`src/design/assert_macros.svh`:
```
// ----------------------------------------------------------------------------
// assert_macros.svh
// Concurrent assertion helpers for the frame decoder RTL.
// ----------------------------------------------------------------------------
`ifndef ASSERT_MACROS_SVH
`define ASSERT_MACROS_SVH

// Checked on every rising clk edge, off while reset is asserted.
`define ASSERT_CLK(label, prop, msg) \
	label: assert property (@(posedge clk) disable iff (!arst_n) (prop)) \
		else $error(msg);

// Checked on every rising clk edge, reset included.
`define ASSERT_ALWAYS(label, prop, msg) \
	label: assert property (@(posedge clk) (prop)) else $error(msg);

`endif

```
`src/design/bsfd_pkg.sv`:
```
// ----------------------------------------------------------------------------
// bsfd_pkg
// Types and constants of the byte-stuffed frame decoder.
// ----------------------------------------------------------------------------
`default_nettype none

package bsfd_pkg;

	localparam int unsigned BYTE_W = 8;
	localparam int unsigned LEN_W  = 10;
	localparam int unsigned KIND_W = 2;

	localparam int unsigned MAX_FRAME_BYTES_DEF = 512;
	localparam logic [LEN_W-1:0] MAX_PAYLOAD_RST = LEN_W'(512);

	// framing characters
	localparam logic [BYTE_W-1:0] BYTE_OPEN   = 8'h02;
	localparam logic [BYTE_W-1:0] BYTE_CLOSE  = 8'h03;
	localparam logic [BYTE_W-1:0] BYTE_ESCAPE = 8'h10;
	localparam logic [BYTE_W-1:0] ESCAPE_BIT  = 8'h20;

	typedef enum logic [1:0] {
		PHASE_HUNT   = 2'd0,
		PHASE_FRAME  = 2'd1,
		PHASE_ESCAPE = 2'd2
	} phase_t;

	typedef enum logic [KIND_W-1:0] {
		KIND_DATA  = 2'd0,
		KIND_DONE  = 2'd1,
		KIND_ABORT = 2'd2
	} kind_t;

endpackage

`default_nettype wire

```
`src/design/byte_stuffed_frame_decoder.sv`:
```
// ----------------------------------------------------------------------------
// byte_stuffed_frame_decoder
// STX/ETX/DLE deframer: raw line bytes in, payload bytes and end/abort
// markers out.
// ----------------------------------------------------------------------------
//
//  channel  dir  handshake          payload
//  -------  ---  -----------------  ------------------------------------------
//  in       in   in_valid/in_stall  line_byte
//  out      out  out_valid/out_stall result_kind, payload_byte, frame_length
//  cfg      in   cfg_wr_en          cfg_wr_data (max_payload_len)
//
//  One line byte per cycle sustained while out is not stalled. A request
//  lands in the input register, the parser decodes it from there into the
//  result register, which drives the out channel.
//  Bytes that make no result (hunting, escape prefix) just drain.
//  in_stall rises only while both registers are full and out is stalled.
//  arst_n clears valid flags, parser phase and count, and reloads the limit.
// ----------------------------------------------------------------------------
`default_nettype none
`include "assert_macros.svh"

module byte_stuffed_frame_decoder #(
	parameter int unsigned MAX_FRAME_BYTES = bsfd_pkg::MAX_FRAME_BYTES_DEF
) (
	input  wire logic                         clk,
	input  wire logic                         arst_n,

	input  wire logic                         cfg_wr_en,
	input  wire logic [bsfd_pkg::LEN_W-1:0]   cfg_wr_data,

	input  wire logic                         in_valid,
	output      logic                         in_stall,
	input  wire logic [bsfd_pkg::BYTE_W-1:0]  line_byte,

	output      logic                         out_valid,
	input  wire logic                         out_stall,
	output      logic [bsfd_pkg::KIND_W-1:0]  result_kind,
	output      logic [bsfd_pkg::BYTE_W-1:0]  payload_byte,
	output      logic [bsfd_pkg::LEN_W-1:0]   frame_length
);

	// Hard cap on the payload; the count register cannot go above its width.
	localparam int unsigned LenMax = (1 << bsfd_pkg::LEN_W) - 1;
	localparam int unsigned CapInt = (MAX_FRAME_BYTES > LenMax) ? LenMax : MAX_FRAME_BYTES;
	localparam logic [bsfd_pkg::LEN_W-1:0] Cap = bsfd_pkg::LEN_W'(CapInt);
	localparam logic [bsfd_pkg::LEN_W-1:0] LimitRst =
		(bsfd_pkg::MAX_PAYLOAD_RST > Cap) ? Cap : bsfd_pkg::MAX_PAYLOAD_RST;

	// effective limit, min(register, cap), folded in at write time
	logic [bsfd_pkg::LEN_W-1:0] limit_q;

	// input register
	logic                        valid_s1;
	logic [bsfd_pkg::BYTE_W-1:0] byte_s1;

	// parser state
	bsfd_pkg::phase_t            phase_q, phase_nxt;
	logic [bsfd_pkg::LEN_W-1:0]  count_q, count_nxt;

	// result register
	logic                        valid_s2;
	bsfd_pkg::kind_t             kind_s2;
	logic [bsfd_pkg::BYTE_W-1:0] byte_s2;
	logic [bsfd_pkg::LEN_W-1:0]  len_s2;

	// decode of the byte in s1
	logic                        emit;
	bsfd_pkg::kind_t             kind_nxt;
	logic [bsfd_pkg::BYTE_W-1:0] byte_nxt;
	logic [bsfd_pkg::LEN_W-1:0]  len_nxt;
	logic                        over;
	logic [bsfd_pkg::BYTE_W-1:0] data_byte;

	logic                        advance;
	logic                        step;
	logic                        take_in;

	// result slot free (or being emptied this cycle)
	assign advance  = !valid_s2 || !out_stall;
	assign step     = valid_s1 && advance;
	assign in_stall = valid_s1 && !advance;
	assign take_in  = in_valid && !in_stall;

	// ---- config register ----
	always_ff @(posedge clk or negedge arst_n) begin
		if (!arst_n) begin
			limit_q <= LimitRst;
		end else if (cfg_wr_en) begin
			limit_q <= (cfg_wr_data > Cap) ? Cap : cfg_wr_data;
		end
	end

	// ---- input register ----
	always_ff @(posedge clk or negedge arst_n) begin
		if (!arst_n) begin
			valid_s1 <= 1'b0;
		end else if (take_in) begin
			valid_s1 <= 1'b1;
		end else if (advance) begin
			valid_s1 <= 1'b0;
		end
	end

	always_ff @(posedge clk) begin
		if (take_in) begin
			byte_s1 <= line_byte;
		end
	end

	// ---- parser state ----
	always_ff @(posedge clk or negedge arst_n) begin
		if (!arst_n) begin
			phase_q <= bsfd_pkg::PHASE_HUNT;
			count_q <= '0;
		end else if (step) begin
			phase_q <= phase_nxt;
			count_q <= count_nxt;
		end
	end

	// payload byte after an escape has the escape bit cleared
	assign data_byte = (phase_q == bsfd_pkg::PHASE_ESCAPE) ?
		(byte_s1 & ~bsfd_pkg::ESCAPE_BIT) : byte_s1;
	assign over = (count_q >= limit_q);

	always_comb begin
		phase_nxt = phase_q;
		count_nxt = count_q;
		emit      = 1'b0;
		kind_nxt  = bsfd_pkg::KIND_DATA;
		byte_nxt  = '0;
		len_nxt   = '0;
		unique case (phase_q)
			bsfd_pkg::PHASE_FRAME: begin
				if (byte_s1 == bsfd_pkg::BYTE_CLOSE) begin
					phase_nxt = bsfd_pkg::PHASE_HUNT;
					count_nxt = '0;
					emit      = 1'b1;
					kind_nxt  = bsfd_pkg::KIND_DONE;
					len_nxt   = count_q;
				end else if (byte_s1 == bsfd_pkg::BYTE_OPEN) begin
					// abort and reopen at once
					count_nxt = '0;
					emit      = 1'b1;
					kind_nxt  = bsfd_pkg::KIND_ABORT;
				end else if (byte_s1 == bsfd_pkg::BYTE_ESCAPE) begin
					phase_nxt = bsfd_pkg::PHASE_ESCAPE;
				end else if (over) begin
					phase_nxt = bsfd_pkg::PHASE_HUNT;
					count_nxt = '0;
					emit      = 1'b1;
					kind_nxt  = bsfd_pkg::KIND_ABORT;
				end else begin
					count_nxt = count_q + 1'b1;
					emit      = 1'b1;
					byte_nxt  = data_byte;
				end
			end
			bsfd_pkg::PHASE_ESCAPE: begin
				if (byte_s1 == bsfd_pkg::BYTE_OPEN) begin
					phase_nxt = bsfd_pkg::PHASE_FRAME;
					count_nxt = '0;
					emit      = 1'b1;
					kind_nxt  = bsfd_pkg::KIND_ABORT;
				end else if ((byte_s1 & bsfd_pkg::ESCAPE_BIT) == '0 || over) begin
					// bad escape or limit hit
					phase_nxt = bsfd_pkg::PHASE_HUNT;
					count_nxt = '0;
					emit      = 1'b1;
					kind_nxt  = bsfd_pkg::KIND_ABORT;
				end else begin
					phase_nxt = bsfd_pkg::PHASE_FRAME;
					count_nxt = count_q + 1'b1;
					emit      = 1'b1;
					byte_nxt  = data_byte;
				end
			end
			default: begin
				// hunting; unused code behaves the same
				if (byte_s1 == bsfd_pkg::BYTE_OPEN) begin
					phase_nxt = bsfd_pkg::PHASE_FRAME;
					count_nxt = '0;
				end else begin
					phase_nxt = bsfd_pkg::PHASE_HUNT;
				end
			end
		endcase
	end

	// ---- result register ----
	always_ff @(posedge clk or negedge arst_n) begin
		if (!arst_n) begin
			valid_s2 <= 1'b0;
		end else if (advance) begin
			valid_s2 <= step && emit;
		end
	end

	always_ff @(posedge clk) begin
		if (step && emit) begin
			kind_s2 <= kind_nxt;
			byte_s2 <= byte_nxt;
			len_s2  <= len_nxt;
		end
	end

	assign out_valid    = valid_s2;
	assign result_kind  = kind_s2;
	assign payload_byte = byte_s2;
	assign frame_length = len_s2;

	// ---- assertions ----
	`ASSERT_CLK(a_hunt_count_zero, phase_q == bsfd_pkg::PHASE_HUNT |-> count_q == '0, "count nonzero while hunting")
	`ASSERT_CLK(a_done_to_hunt, step && emit && kind_nxt == bsfd_pkg::KIND_DONE |=> phase_q == bsfd_pkg::PHASE_HUNT, "frame end did not return to hunting")
	`ASSERT_ALWAYS(a_stall_only_full, in_stall |-> valid_s1 && valid_s2 && out_stall, "input stalled with room in the pipe")

endmodule

`default_nettype wire

```
`config.mk`:
```
export PLATFORM = sky130hd
export DESIGN_NAME = byte_stuffed_frame_decoder
export DESIGN_NICKNAME = d
export VERILOG_FILES = /design/src/design/bsfd_pkg.sv /design/src/design/byte_stuffed_frame_decoder.sv
export VERILOG_INCLUDE_DIRS = /design/src /design/src/design
export SDC_FILE = /design/constraint.sdc
export NUM_CORES = 1
export LEC_CHECK = 0
export ABC_CLOCK_PERIOD_IN_PS = 3700
export BUFFER_PORTS_ARGS = -buffer_cell sky130_fd_sc_hd__buf_2
export CORE_MARGIN = 4
export CORE_UTILIZATION = 40
export DETAILED_ROUTE_END_ITERATION = 7
export PLACE_DENSITY = 0.65
export SLEW_MARGIN = 20
export SYNTH_ARGS = -nofsm -noshare
export SYNTH_HDL_FRONTEND = slang
export SYNTH_SLANG_ARGS = --single-unit
```
`constraint.sdc`:
```
create_clock -name clk -period 3.7 [get_ports clk]
set_clock_uncertainty 0.05 [all_clocks]
set_input_delay 0.74 -clock clk [delete_from_list [all_inputs] [get_ports clk]]
set_output_delay 0.74 -clock clk [all_outputs]
set_load 0.05 [all_outputs]
```
# After elaboration in Yosys (flattened, before gate mapping)
# Cells that the tools add are included.
[word_totals]
input_bits = 23
word_cells = 74
mem_bits_ro = 0
ram_bits = 0
out_inout_bits = 22
regBits = 52
latch_bits = 0
memories = 0
[op_classes]
add_sub_neg = 1
magnitude_cmp = 2
muxes = 38
shift = 0
div = 0
eq_ne = 8
bitwise = 0
multipliers = 0
reduce_logical = 16
[ops]
columns = ["operator", "n"]
rows = [
  ["10-bit two-way mux", 8],
  ["8-bit two-way mux", 6],
  ["2-bit two-way mux", 10],
  ["10-bit one-hot mux with 2 select lines", 1],
  ["8-bit by 2-bit == test with 1-bit output (second input constant)", 2],
  ["8-bit one-hot mux with 2 select lines", 1],
  ["10-bit by 1-bit adder with 10-bit output (second input constant)", 1],
  ["10-bit >= comparator", 1],
  ["10-bit greater-than comparator (second input constant)", 1],
  ["8-bit by 5-bit == test with 1-bit output (second input constant)", 1],
  ["8-bit logical NOT", 1],
  ["1-bit two-way mux", 8],
  ["4-bit != test (second input constant)", 2],
  ["2-bit one-hot mux with 2 select lines", 2],
  ["6-bit two-way mux", 1],
  ["3-bit AND reduction", 2],
  ["1-bit logical AND", 4],
  ["1-bit logical NOT", 4],
  ["3-bit != test (second input constant)", 1],
  ["3-bit nonzero test", 1],
  ["2-bit by 1-bit == test with 1-bit output (second input constant)", 1],
  ["2-bit == test (second input constant)", 1],
  ["1-bit logical OR", 2],
  ["1-bit one-hot mux with 2 select lines", 1],
  ["2 further kinds", 2],
]

# Logic depth before layout (Yosys ltp)
# Gate-level depths: netlist of run 1.
[depth]
word_depth = 7
depth_mapped = 8
ltp_nobuf = 8

# Least setup slack after synthesis of run 1
# Ideal clock, no wire load.
[synth_timing]
kind = "flip-flop to flip-flop"
from = "register phase_q[1]"
to = "register len_s2, in the netlist frame_length[0] (enable)"
period_less_slack_ns = 3.041
arrival_time_ns = 2.560
n_path_buf = 1
setup_time_ns = 0.431
setup_slack_ns = 0.659
required_ns = 3.219
stages_incl_launch_ff = 6
cell_sequence = "dfrtp_1 > inv_1 > ha_1 > clkbuf_1 > nand2_1 > a211oi_1"
[synth_between]
elab_chain_len = 3
word_cells_on_any_way = 4
cone_classes = "eq/ne (2); mux (1); reduce/logical (1)"
[synth_lines]
columns = ["item", "line_no", "source"]
rows = [
  ["start: declaration", "byte_stuffed_frame_decoder.sv:58", "bsfd_pkg::phase_t phase_q, phase_nxt;"],
  ["start signal: assignment", "byte_stuffed_frame_decoder.sv:114", "phase_q <= bsfd_pkg::PHASE_HUNT;"],
  ["start signal: assignment", "byte_stuffed_frame_decoder.sv:117", "phase_q <= phase_nxt;"],
  ["2-bit == test or 2-bit by 1-bit == test with 1-bit output (tied branches)", "byte_stuffed_frame_decoder.sv:134", "unique case (phase_q)"],
  ["1-bit one-hot mux with 2 select lines (*)", "byte_stuffed_frame_decoder.sv:134", ""],
  ["1-bit logical AND (*)", "byte_stuffed_frame_decoder.sv:201", "if (step && emit) begin"],
  ["end signal: assignment", "byte_stuffed_frame_decoder.sv:204", "len_s2 <= len_nxt;"],
  ["end: declaration", "byte_stuffed_frame_decoder.sv:65", "logic [bsfd_pkg::LEN_W-1:0] len_s2;"],
]
# Mark *: on every way between the ends. The rest lies on a longest branch, timed or not.
# A chain may end at the register's enable or synchronous reset.

# Worst setup path after layout of run 1
[layout_timing]
from = "register byte_s1[5] (netlist name)"
to = "register count_q[7] (netlist name)"
[layout_between]
elab_chain_len = 5
word_cells_on_any_way = 13
cone_classes = "eq/ne (4); mux (5); reduce/logical (4)"
[layout_lines]
columns = ["item", "line_no", "source"]
rows = [
  ["start: declaration", "byte_stuffed_frame_decoder.sv:55", "logic [bsfd_pkg::BYTE_W-1:0] byte_s1;"],
  ["start signal: assignment", "byte_stuffed_frame_decoder.sv:107", "byte_s1 <= line_byte;"],
  ["8-bit logical NOT", "byte_stuffed_frame_decoder.sv:166", "end else if ((byte_s1 & bsfd_pkg::ESCAPE_BIT) == '0 || over) begin"],
  ["1-bit logical OR", "byte_stuffed_frame_decoder.sv:166", ""],
  ["10-bit two-way mux", "byte_stuffed_frame_decoder.sv:166", ""],
  ["10-bit two-way mux", "byte_stuffed_frame_decoder.sv:161", "if (byte_s1 == bsfd_pkg::BYTE_OPEN) begin"],
  ["10-bit one-hot mux with 2 select lines", "byte_stuffed_frame_decoder.sv:134", ""],
  ["end signal: assignment", "byte_stuffed_frame_decoder.sv:118", "count_q <= count_nxt;"],
  ["end: declaration", "byte_stuffed_frame_decoder.sv:59", "logic [bsfd_pkg::LEN_W-1:0] count_q, count_nxt;"],
]
# Several ways; a longest one is shown, not always the timed one.

==> results of run 1 <==
[path summary, 6_finish.rpt]
check | startpoint | to | slack, ns | cells after the start
worst max-delay path | byte_s1[5] | count_q[7] | 1.27 | 6
worst min-delay path | arst_n | count_q[9] | 0.36 | 1
worst max register to register | byte_s1[5] | count_q[7] | 1.27 | 6
worst min register to register | limit_q[9] | limit_q[9] | 0.48 | 2
max in group asynchronous | arst_n | limit_q[9] | 2.87 | 1
min in group clk | limit_q[9] | limit_q[9] | 0.48 | 2
[per-layer routing]
metal	vias up	wire length, um
met5	-	0
met4	0	64
met3	5	278
met2	41	2026
met1	806	2410
li1	934	-
[power breakdown]
group	internal (mW)	switching [mW]	leakage, nW
registers	0.657	0.0680	0.571
clock network	0.201	0.181	0.0552
logic	0.105	0.106	0.630
total	0.963	0.355	1.26
[registers in the layout, summed over array words and instances, names as in the netlist]
register and flops:
result_kind 2, frame_length 10, byte_s1 8, out_valid 1
count_q 10, payload_byte 8, limit_q 10, phase_q 2
valid_s1 1
[layout make-up]
type / count / area, um^2
Fill cell: 596 / 3102
Sequential cell: 52 / 1443
Multi-Input combinational cell: 156 / 1055
Timing Repair Buffer: 45 / 227.7
Tap cell: 75 / 93.84
Clock buffer: 6 / 72.57
Inverter: 18 / 67.56
Clock inverter: 2 / 35.03
[cell families (layout without fill, tap and decap cells)]
logic type      after synthesis  count (layout)  synth area share
flops                        52              52            0.5594
mux                           3               3           0.01261
buf+inv                      23              71           0.03348
fa+ha+maj                    13              13           0.06308
simple gates                 90              90            0.2038
compound gates               50              50            0.1276
[cell usage in the layout, fill, tap and decap left out, types with 3 or more instances in the layout]
cell and n:
buf_2 44, o21ai_0 14, and2_1 20, nand3_1 9
or3_1 7, dfrtp_1 23, a21o_1 6, edfxtp_1 28
or2_2 3, nand2b_1 4, nand3b_1 7, clkbuf_8 5
inv_1 18, nand2_1 20, nor2_1 6, a21oi_1 14
ha_1 13
[through the flow]
stage          worst slack [ns]    util  hold WS [ns]  instance area [um^2]
2_1_floorplan            0.6593       -        0.3944                  2579
4_1_cts                   1.253  0.4912        0.3777                  2994
3_5_place_dp              1.276  0.4735        0.4656                  2887
6_report                  1.269  0.4912        0.3630                  2994
3_3_place_gp              1.265  0.4735        0.4539                  2887
5_1_grt                   1.055  0.4912        0.3968                  2994
[worst reg2reg max path, stage by stage, from the launching register on]
cell and delay, ns:
edfxtp_1 0.48, or4_4 0.59, nor4_4 0.33, o311ai_4 0.26
or3_1 0.42, a21oi_1 0.13, a21o_1 0.10
==> flow_summary.ini, run 1 <==
[clocking]
htreeDepth = 2
clk_pin_slew_ns = 0.09
clock_latency_ns = 0.30
cts_setup_buffers = 0
cts_buffer_depth = 2
cts_resized = 0
cts.sinks = 52
ctsHoldBuffers = 0
root_buffer = clkbuf_8
cts_tree = built
cts_made_buffers = 5

[timing]
slew-limit-headroom = 0.4995
slew_viol_final = 0
finalCritPeriodShare = 0.6569
tns_ns = 0
rsz0062_at_grt = no
fmax_mhz = 411.4
finalHoldViolations = 0
fin_crit_ns = 2.431
worstMarginPinSlew_ns = 0.7490
setup_viol_count_final = 0

[floorplanning]
die_area_um2 = 7795
start_util = 0.4230
die_w_um = 88.29
row_count = 28
core_um2 = 6096
die_h_um = 88.29
ioPinCount = 45

[routing]
drtIter0Drc = 95
vias = 1786
viasPerCell = 5.045
wire_per_inst_um = 13.50
drc = 0
routed_wl_mm = 4.779
ant_nets = 0
drt_pre_antenna_iters = 4

[synth]
synth_area_leaders = edfxtp_1 33%, dfrtp_1 22%, ha_1 6.3%, and2_1 4.9%, nand2_1 2.9%
yosys-top-cells-count = 28 x edfxtp_1, 23 x dfrtp_1, 20 x and2_1, 20 x nand2_1, 18 x inv_1
synth_area_per_cell_um2 = 11.16
ys.flop_type = edfxtp_1
ys_warn_count = 0
syn_nets = 267
syn_area_um2 = 2579
async_flop_share = 0.4615
ys_ff_latch = 52
synth_cell_types = 42
yosys.area.top_type_share = 0.3261
yosys.area.top_type = edfxtp_1
yosysSeqAreaShare = 0.5594
yosysMostFrequentCell = edfxtp_1
synth-edff-count = 28
syn-instance-count = 231

[global_route]
use_met1 = 0.1929
grtUsageMet3 = 0.03259
grt_pass1_vias = 1689
grt-ovfl-total = 0
grt_pass1_wl_mm = 8.052
grt_max_degree = 25
grtUsageTotal = 0.1312
grt_antenna_before_repair = 0
grt_use_met2 = 0.1897
busiest_layer = met1

[worst_setup_path]
critPathCaptureType = flip-flop
crit_family = simple AND/OR/NAND/NOR gates
cp_cell_sequence = or4_4 > nor4_4 > o311ai_4 > or3_1 > a21oi_1 > a21o_1
critPathMaxStageDelay_ns = 0.59
crit_fanout = 19
cp.required_ns = 3.89
critPathKind = flip-flop to flip-flop
critPathBufInv = 0
arrival_ns = 2.62
slowest_stage = or4_4
critPathLaunchType = flip-flop

[hold_path]
hold_class = input pin to async pin

[finish]
layoutNonFillerInstCount = 354
diodes = 0
area_delta_synth_final_pct = 16.11
layout-drive-gt1-share = 0.2222
fin_nets = 314

[placement]
dp_hpwl_mm = 3.582
place_congestion = 0.8274
io_buffer_count = 44
dpl.cell_count = 346

[pwr]
irDropWorstVdd_uv = 239.3
p_leak_nw = 1.256
power_density_nw_per_um2 = 439.9
total_power_mw = 1.317

[job]
max_cap_viol_count = 0

[run_status]
outcome = finished, final reports clean
No activity file was read; power rests on OpenSTA's default activity.
==> run 2: changes to the inputs <==
--- a/config.mk
+++ b/config.mk
@@ -6,12 +6,13 @@
 export SDC_FILE = /design/constraint.sdc
 export NUM_CORES = 1
 export LEC_CHECK = 0
-export ABC_CLOCK_PERIOD_IN_PS = 3700
+export ABC_AREA = 1
+export ABC_CLOCK_PERIOD_IN_PS = 1990
 export BUFFER_PORTS_ARGS = -buffer_cell sky130_fd_sc_hd__buf_2
 export CORE_MARGIN = 4
 export CORE_UTILIZATION = 40
 export DETAILED_ROUTE_END_ITERATION = 7
-export PLACE_DENSITY = 0.65
+export PLACE_DENSITY = 0.67
 export SLEW_MARGIN = 20
 export SYNTH_ARGS = -nofsm -noshare
 export SYNTH_HDL_FRONTEND = slang
==> constraint.sdc (replaced) <==
create_clock -name clk -period 1.99 [get_ports clk]
set_clock_uncertainty 0.05 [all_clocks]
set_input_delay 0.398 -clock clk [delete_from_list [all_inputs] [get_ports clk]]
set_output_delay 0.398 -clock clk [all_outputs]
set_load 0.05 [all_outputs]
==> run 2 against run 1 <==
  * Global-route usage is 1.7 points higher
  * Synthesized cell count is 17% higher
  * Critical path type unchanged
  * Count of clock-buffer cells in the layout stayed put
  * First-iteration DRC count is 7.4% lower
  * Final cell count is 18% higher
  * Critical endpoint is now result_kind[1]
  * Die area is 2.2% higher
  * Sequential share of layout area is 4.9 points lower
  * Sequential cell count stayed put
  * Power is 63% higher
  * Largest cell class unchanged
==> flow_summary.ini, run 2 <==
[timing]
fmax_mhz = 524.8
finalHoldViolations = 0
worstMarginPinSlew_ns = 0.6008
finalCritPeriodShare = 0.9576
fin_crit_ns = 1.906
slew_viol_final = 0
setup_viol_count_final = 0
slew-limit-headroom = 0.5980
whs_ns = 0.03331
rsz0062_at_grt = yes

[clocking]
cts_made_buffers = 5
clk_pin_slew_ns = 0.09
htreeDepth = 2
cts_tree = built
cts_buffer_depth = 2
root_buffer = clkbuf_8
ctsHoldBuffers = 0
cts.sinks = 52
clock_latency_ns = 0.30

[global_route]
grtUsageTotal = 0.1482
grt_pass1_vias = 1923
grt_antenna_before_repair = 0
grt_pass1_wl_mm = 9.018
grt-ovfl-total = 0
grt_max_degree = 25

[floorplanning]
row_count = 29
start_util = 0.4136
die_h_um = 89.26
die_area_um2 = 7967
ioPinCount = 45
core_um2 = 6386
die_w_um = 89.26

[pwr]
p_leak_nw = 1.526
irDropWorstVdd_uv = 313.5
power_density_nw_per_um2 = 644.4

[worst_setup_path]
critPathMaxStageDelay_ns = 0.53
critPathBufInv = 1
path_depth = 9
critPathCaptureType = flip-flop
cp.required_ns = 1.96
crit_start = limit_q[9]
cp_cell_sequence = inv_2 > ha_4 > a21o_1 > nor2_2 > nand2_2 > nor2_4 > nand2_1 > nand2_1 > a31oi_1
critPathMostFrequentCell = nand2_1
slowest_stage = dfstp_2
rr_worst_depth = 9
arrival_ns = 1.88
critPathKind = flip-flop to flip-flop
r2r-start = limit_q[9]
crit_family = flip-flops
critPathLaunchType = flip-flop
crit_fanout = 5

[finish]
final_cell_mix = 53 x nand2_1, 44 x buf_2, 36 x inv_1, 28 x edfxtp_1, 26 x nor2_1
area_delta_synth_final_pct = 26.15
layout_commonest_cell = nand2_1
multi_input_area_um2 = 1149
fin_nets = 375
fill_cells = 596
diodes = 0
final-seq-area_um2 = 1443
layout-drive-gt1-share = 0.3471
final_util = 0.5217

[synth]
yosys.area.top_type_share = 0.3183
yosysMostFrequentCell = nand2_1
ys.flop_type = edfxtp_1
synth_cell_types = 35
yosysSeqAreaShare = 0.5462
ys_warn_count = 0
synth_area_per_cell_um2 = 9.746
synth_compound_area_frac = 0.08195
yosys-mux-area-fraction = 0
syn_nets = 307
syn-instance-count = 271
ys_ff_latch = 52
synthAdderAreaFrac = 0.06158
synth-simple-area-share = 0.2203
synth_xor_xnor_area_share = 0.02321
async_flop_share = 0.4615
syn_area_um2 = 2641
synth-edff-count = 28
yosys-top-cells-count = 55 x nand2_1, 37 x inv_1, 30 x nor2_1, 28 x edfxtp_1, 23 x dfrtp_1
synth_top_family_by_area = simple AND/OR/NAND/NOR gates
yosys.area.top_type = edfxtp_1
synth_area_leaders = edfxtp_1 32%, dfrtp_1 22%, nand2_1 7.8%, ha_1 6.2%, inv_1 5.3%

[routing]
viasPerCell = 4.700
wl_met1_mm = 2.648
vias = 1960
drt_pre_antenna_iters = 4
wire_per_inst_um = 13.00
routed_wl_mm = 5.422
route.met3.wl_um = 184
wl_met2_mm = 2.489
highest_layer = met4
drc = 0
ant_nets = 0
drtIter0Drc = 88

[job]
max_cap_viol_count = 0

[hold_path]
hold_class = input pin to async pin

[run_status]
outcome = finished, final reports clean

[placement]
place_congestion = 0.8391
dp_hpwl_mm = 4.002
io_buffer_count = 44
[run 2: worst paths after layout]
path                             endpoint  slack, ns
setup / recovery           result_kind[1]       0.08
hold / removal                 count_q[4]       0.03
setup reg to reg           result_kind[1]       0.08
hold reg to reg                limit_q[9]       0.45
max in group asynchronous      count_q[8]       1.47
min in group clk               byte_s1[7]       0.22
[run 2: timing repair]
action / CTS / global route
pin swaps: 9 / 8
setup endpoints to repair: 24 / 30
cloned: 1 / 0
resized for setup: 7 / 12
setup buffers: 1 / 1
[run 2: kinds of logic (layout without fill, tap and decap cells)]
logic type                 after synthesis  in the layout
xor gates and xnor gates                 7              7
DFF                                     52             52
adders and majority gates               13             13
and+or+nand+nor                        122            123
AOI/OAI and AO/OA                       32             32
buffers and inverters                   45            113
[run 2: report_power, final]
part           total (mW)  leakage, nW  internal (mW)  switching (mW)
Clock               0.699       0.0552          0.373           0.326
Combinational       0.250        0.851          0.106           0.144
Sequential           1.20        0.620           1.17          0.0277
[run 2: final cells by class]
cell class / count / area share
Timing Repair Buffer: 64 / 0.1149
Sequential cell: 52 / 0.4330
Inverter: 41 / 0.04619
Multi-Input combinational cell: 175 / 0.3447
Tap cell: 77 / 0.02891
Clock buffer: 6 / 0.02178
Clock inverter: 2 / 0.01051
[run 2: through the flow]
| stage | setup TNS [ns] | instance area, um^2 | power, mW | std cells | setup slack (ns) |
|---|---|---|---|---|---|
| after floorplan | 0 | 2656 | 1.360 | 271 | 0.03288 |
| after global placement | 0 | 3084 | 1.446 | 406 | 0.01113 |
| after detailed placement | -1.639 | 3084 | 1.453 | 406 | -0.08342 |
| after CTS | 0 | 3257 | 2.169 | 416 | 0.03096 |
| after global routing | -0.5084 | 3332 | 2.262 | 417 | -0.04397 |
| final | 0 | 3332 | 2.147 | 417 | 0.08442 |
[run 2: routing by layer]
layer	track usage	up-vias
li1	-	1017
met1	0.2158	893
met2	0.2277	40
met3	0.02304	10
met4	0.04601	0
met5	0	-
==> run 3: changes to the inputs <==
--- a/config.mk
+++ b/config.mk
@@ -9,7 +9,8 @@
 export ABC_AREA = 1
 export ABC_CLOCK_PERIOD_IN_PS = 1990
 export BUFFER_PORTS_ARGS = -buffer_cell sky130_fd_sc_hd__buf_2
-export CORE_MARGIN = 4
+export CORE_ASPECT_RATIO = 0.9
+export CORE_MARGIN = 10
 export CORE_UTILIZATION = 40
 export DETAILED_ROUTE_END_ITERATION = 7
 export PLACE_DENSITY = 0.67
==> run 3 against run 2 <==
  * Worst setup slack worse by 0.029 ns
  * Count of clock-buffer cells in the layout stayed put
  * Combinational power is 2% higher
  * Register-to-register slack worse by 0.03 ns
  * Largest power group unchanged
  * Design area is 0.60% higher
  * Non-clock buffer count is 2 lower
  * Sequential share of layout area is 0.26 points lower
  * Die area is 29% higher
  * Clock power is 22% higher
  * Sequential power hardly changed
  * Utilization is 0.46 points lower
==> flow_summary.ini, run 3 (same netlist as run 2, synthesis figures left out) <==
[run_status]
outcome = finished, final reports clean

[timing]
fmax_mhz = 516.8
setup_viol_count_final = 0
whs_ns = 0.01574
rsz0062_at_grt = yes
finalHoldViolations = 0
slew_viol_final = 0
finalCritPeriodShare = 0.9723
slew-limit-headroom = 0.6283
fin_crit_ns = 1.935
worstMarginPinSlew_ns = 0.5576

[floorplanning]
start_util = 0.4075
core_um2 = 6481
die_h_um = 97.09
die_area_um2 = 10260
ioPinCount = 45
die_w_um = 105.7
row_count = 28

[worst_setup_path]
critPathKind = flip-flop to flip-flop
critPathLaunchType = flip-flop
cp.required_ns = 2.19
crit_fanout = 5
critPathCaptureType = flip-flop
arrival_ns = 2.14

[placement]
placed_cell_area_um2 = 3085
io_buffer_count = 44
dp_hpwl_mm = 4.216
place_congestion = 0.8015

[routing]
drc = 0
drt_pre_antenna_iters = 4
viasPerCell = 4.808
vias = 2058
drtIter0Drc = 70
wire_per_inst_um = 13.25
routed_wl_mm = 5.669
ant_nets = 0

[clocking]
ctsHoldBuffers = 0
clk_pin_slew_ns = 0.09
clock_latency_ns = 0.31
root_buffer = clkbuf_8
cts_tree = built
cts_made_buffers = 5
htreeDepth = 2
cts.sinks = 52
cts_buffer_depth = 2

[finish]
fin_nets = 373
area_delta_synth_final_pct = 26.91
final_cell_mix = 49 x nand2_1, 44 x buf_2, 36 x inv_1, 28 x edfxtp_1
final_util = 0.5172
layout-drive-gt1-share = 0.3609
design_area_um2 = 3352
diodes = 0
layout_commonest_cell = nand2_1

[global_route]
grt_pass1_wl_mm = 9.618
grtUsageTotal = 0.1130
grt_antenna_before_repair = 0
grt_pass1_vias = 2102
grt_max_degree = 25
grt-ovfl-total = 0

[hold_path]
hold_class = input pin to async pin

[pwr]
irDropWorstVdd_uv = 339.1
p_leak_nw = 1.532
power_density_nw_per_um2 = 688.9
total_power_mw = 2.309

[job]
max_cap_viol_count = 0
-- run 3: changes by cell type in the layout (fill, tap and decap cells not counted), moves of 2 or more --
cell / previous run / this run
nor2_2: 8 / 10
nand2_2: 6 / 9
nor2_1: 26 / 23
nand2_1: 53 / 49
-- run 3: what timing repair did --
action                                  in CTS  in global routing
resized for setup                            2                 23
cloned                                       1                  0
buffers inserted                             1                  1
pin swaps                                    1                 12
endpoints found under the setup margin      27                 31
-- run 3: worst paths after layout --
path / slack [ns] / cells past startpoint / from / endpoint
min in group clk: 0.20 / 1 / line_byte[4] / byte_s1[4]
hold reg to reg: 0.47 / 2 / limit_q[0] / limit_q[0]
hold / removal: 0.02 / 1 / arst_n / valid_s1
max in group asynchronous: 1.50 / 1 / arst_n / limit_q[9]
setup / recovery: 0.06 / 12 / limit_q[9] / phase_q[0]
setup reg to reg: 0.06 / 12 / limit_q[9] / phase_q[0]
-- run 3: per-layer routing --
metal / vias up / global-route usage / wire [um]
met3: 8 / 0.02851 / 252
met1: 986 / 0.1394 / 2504
li1: 1021 / - / -
met2: 43 / 0.1844 / 2820
met5: - / 0 / 0
met4: 0 / 0.04370 / 91
-- run 3: layout make-up --
cell class | count | area, um^2
Clock buffer | 6 | 72.57
Clock inverter | 2 | 60.06
Fill cell | 578 | 3129
Inverter | 41 | 153.9
Multi-Input combinational cell | 175 | 1155
Sequential cell | 52 | 1443
Tap cell | 90 | 112.6
Timing Repair Buffer | 62 | 355.3
-- run 3: power breakdown --
| part | total (mW) | internal [mW] | switching [mW] | leakage, nW |
|---|---|---|---|---|
| clock | 0.855 | 0.503 | 0.352 | 0.0654 |
| combinational | 0.256 | 0.106 | 0.150 | 0.847 |
| sequential | 1.20 | 1.17 | 0.0277 | 0.620 |
-- run 3: per-stage QoR --
stage	cells	setup TNS, ns	setup WS [ns]
floorplan	271	0	0.03288
finish	428	0	0.05513
global placement	417	0	0.005259
CTS	427	0	0.002250
detailed placement	417	-0.02057	-0.01043
global route	428	-0.6126	-0.07421
-- run 3: critical path, cell delays in order, from the launching register on --
cell and delay, ns:
dfstp_2 0.54, inv_2 0.05, ha_4 0.28, nand2_4 0.06, nor2_4 0.08, a21boi_4 0.22
nor2_4 0.08, buf_4 0.14, nand2_2 0.08, nand3_4 0.08, nor2_1 0.10, nand2_1 0.06
nand2_1 0.06
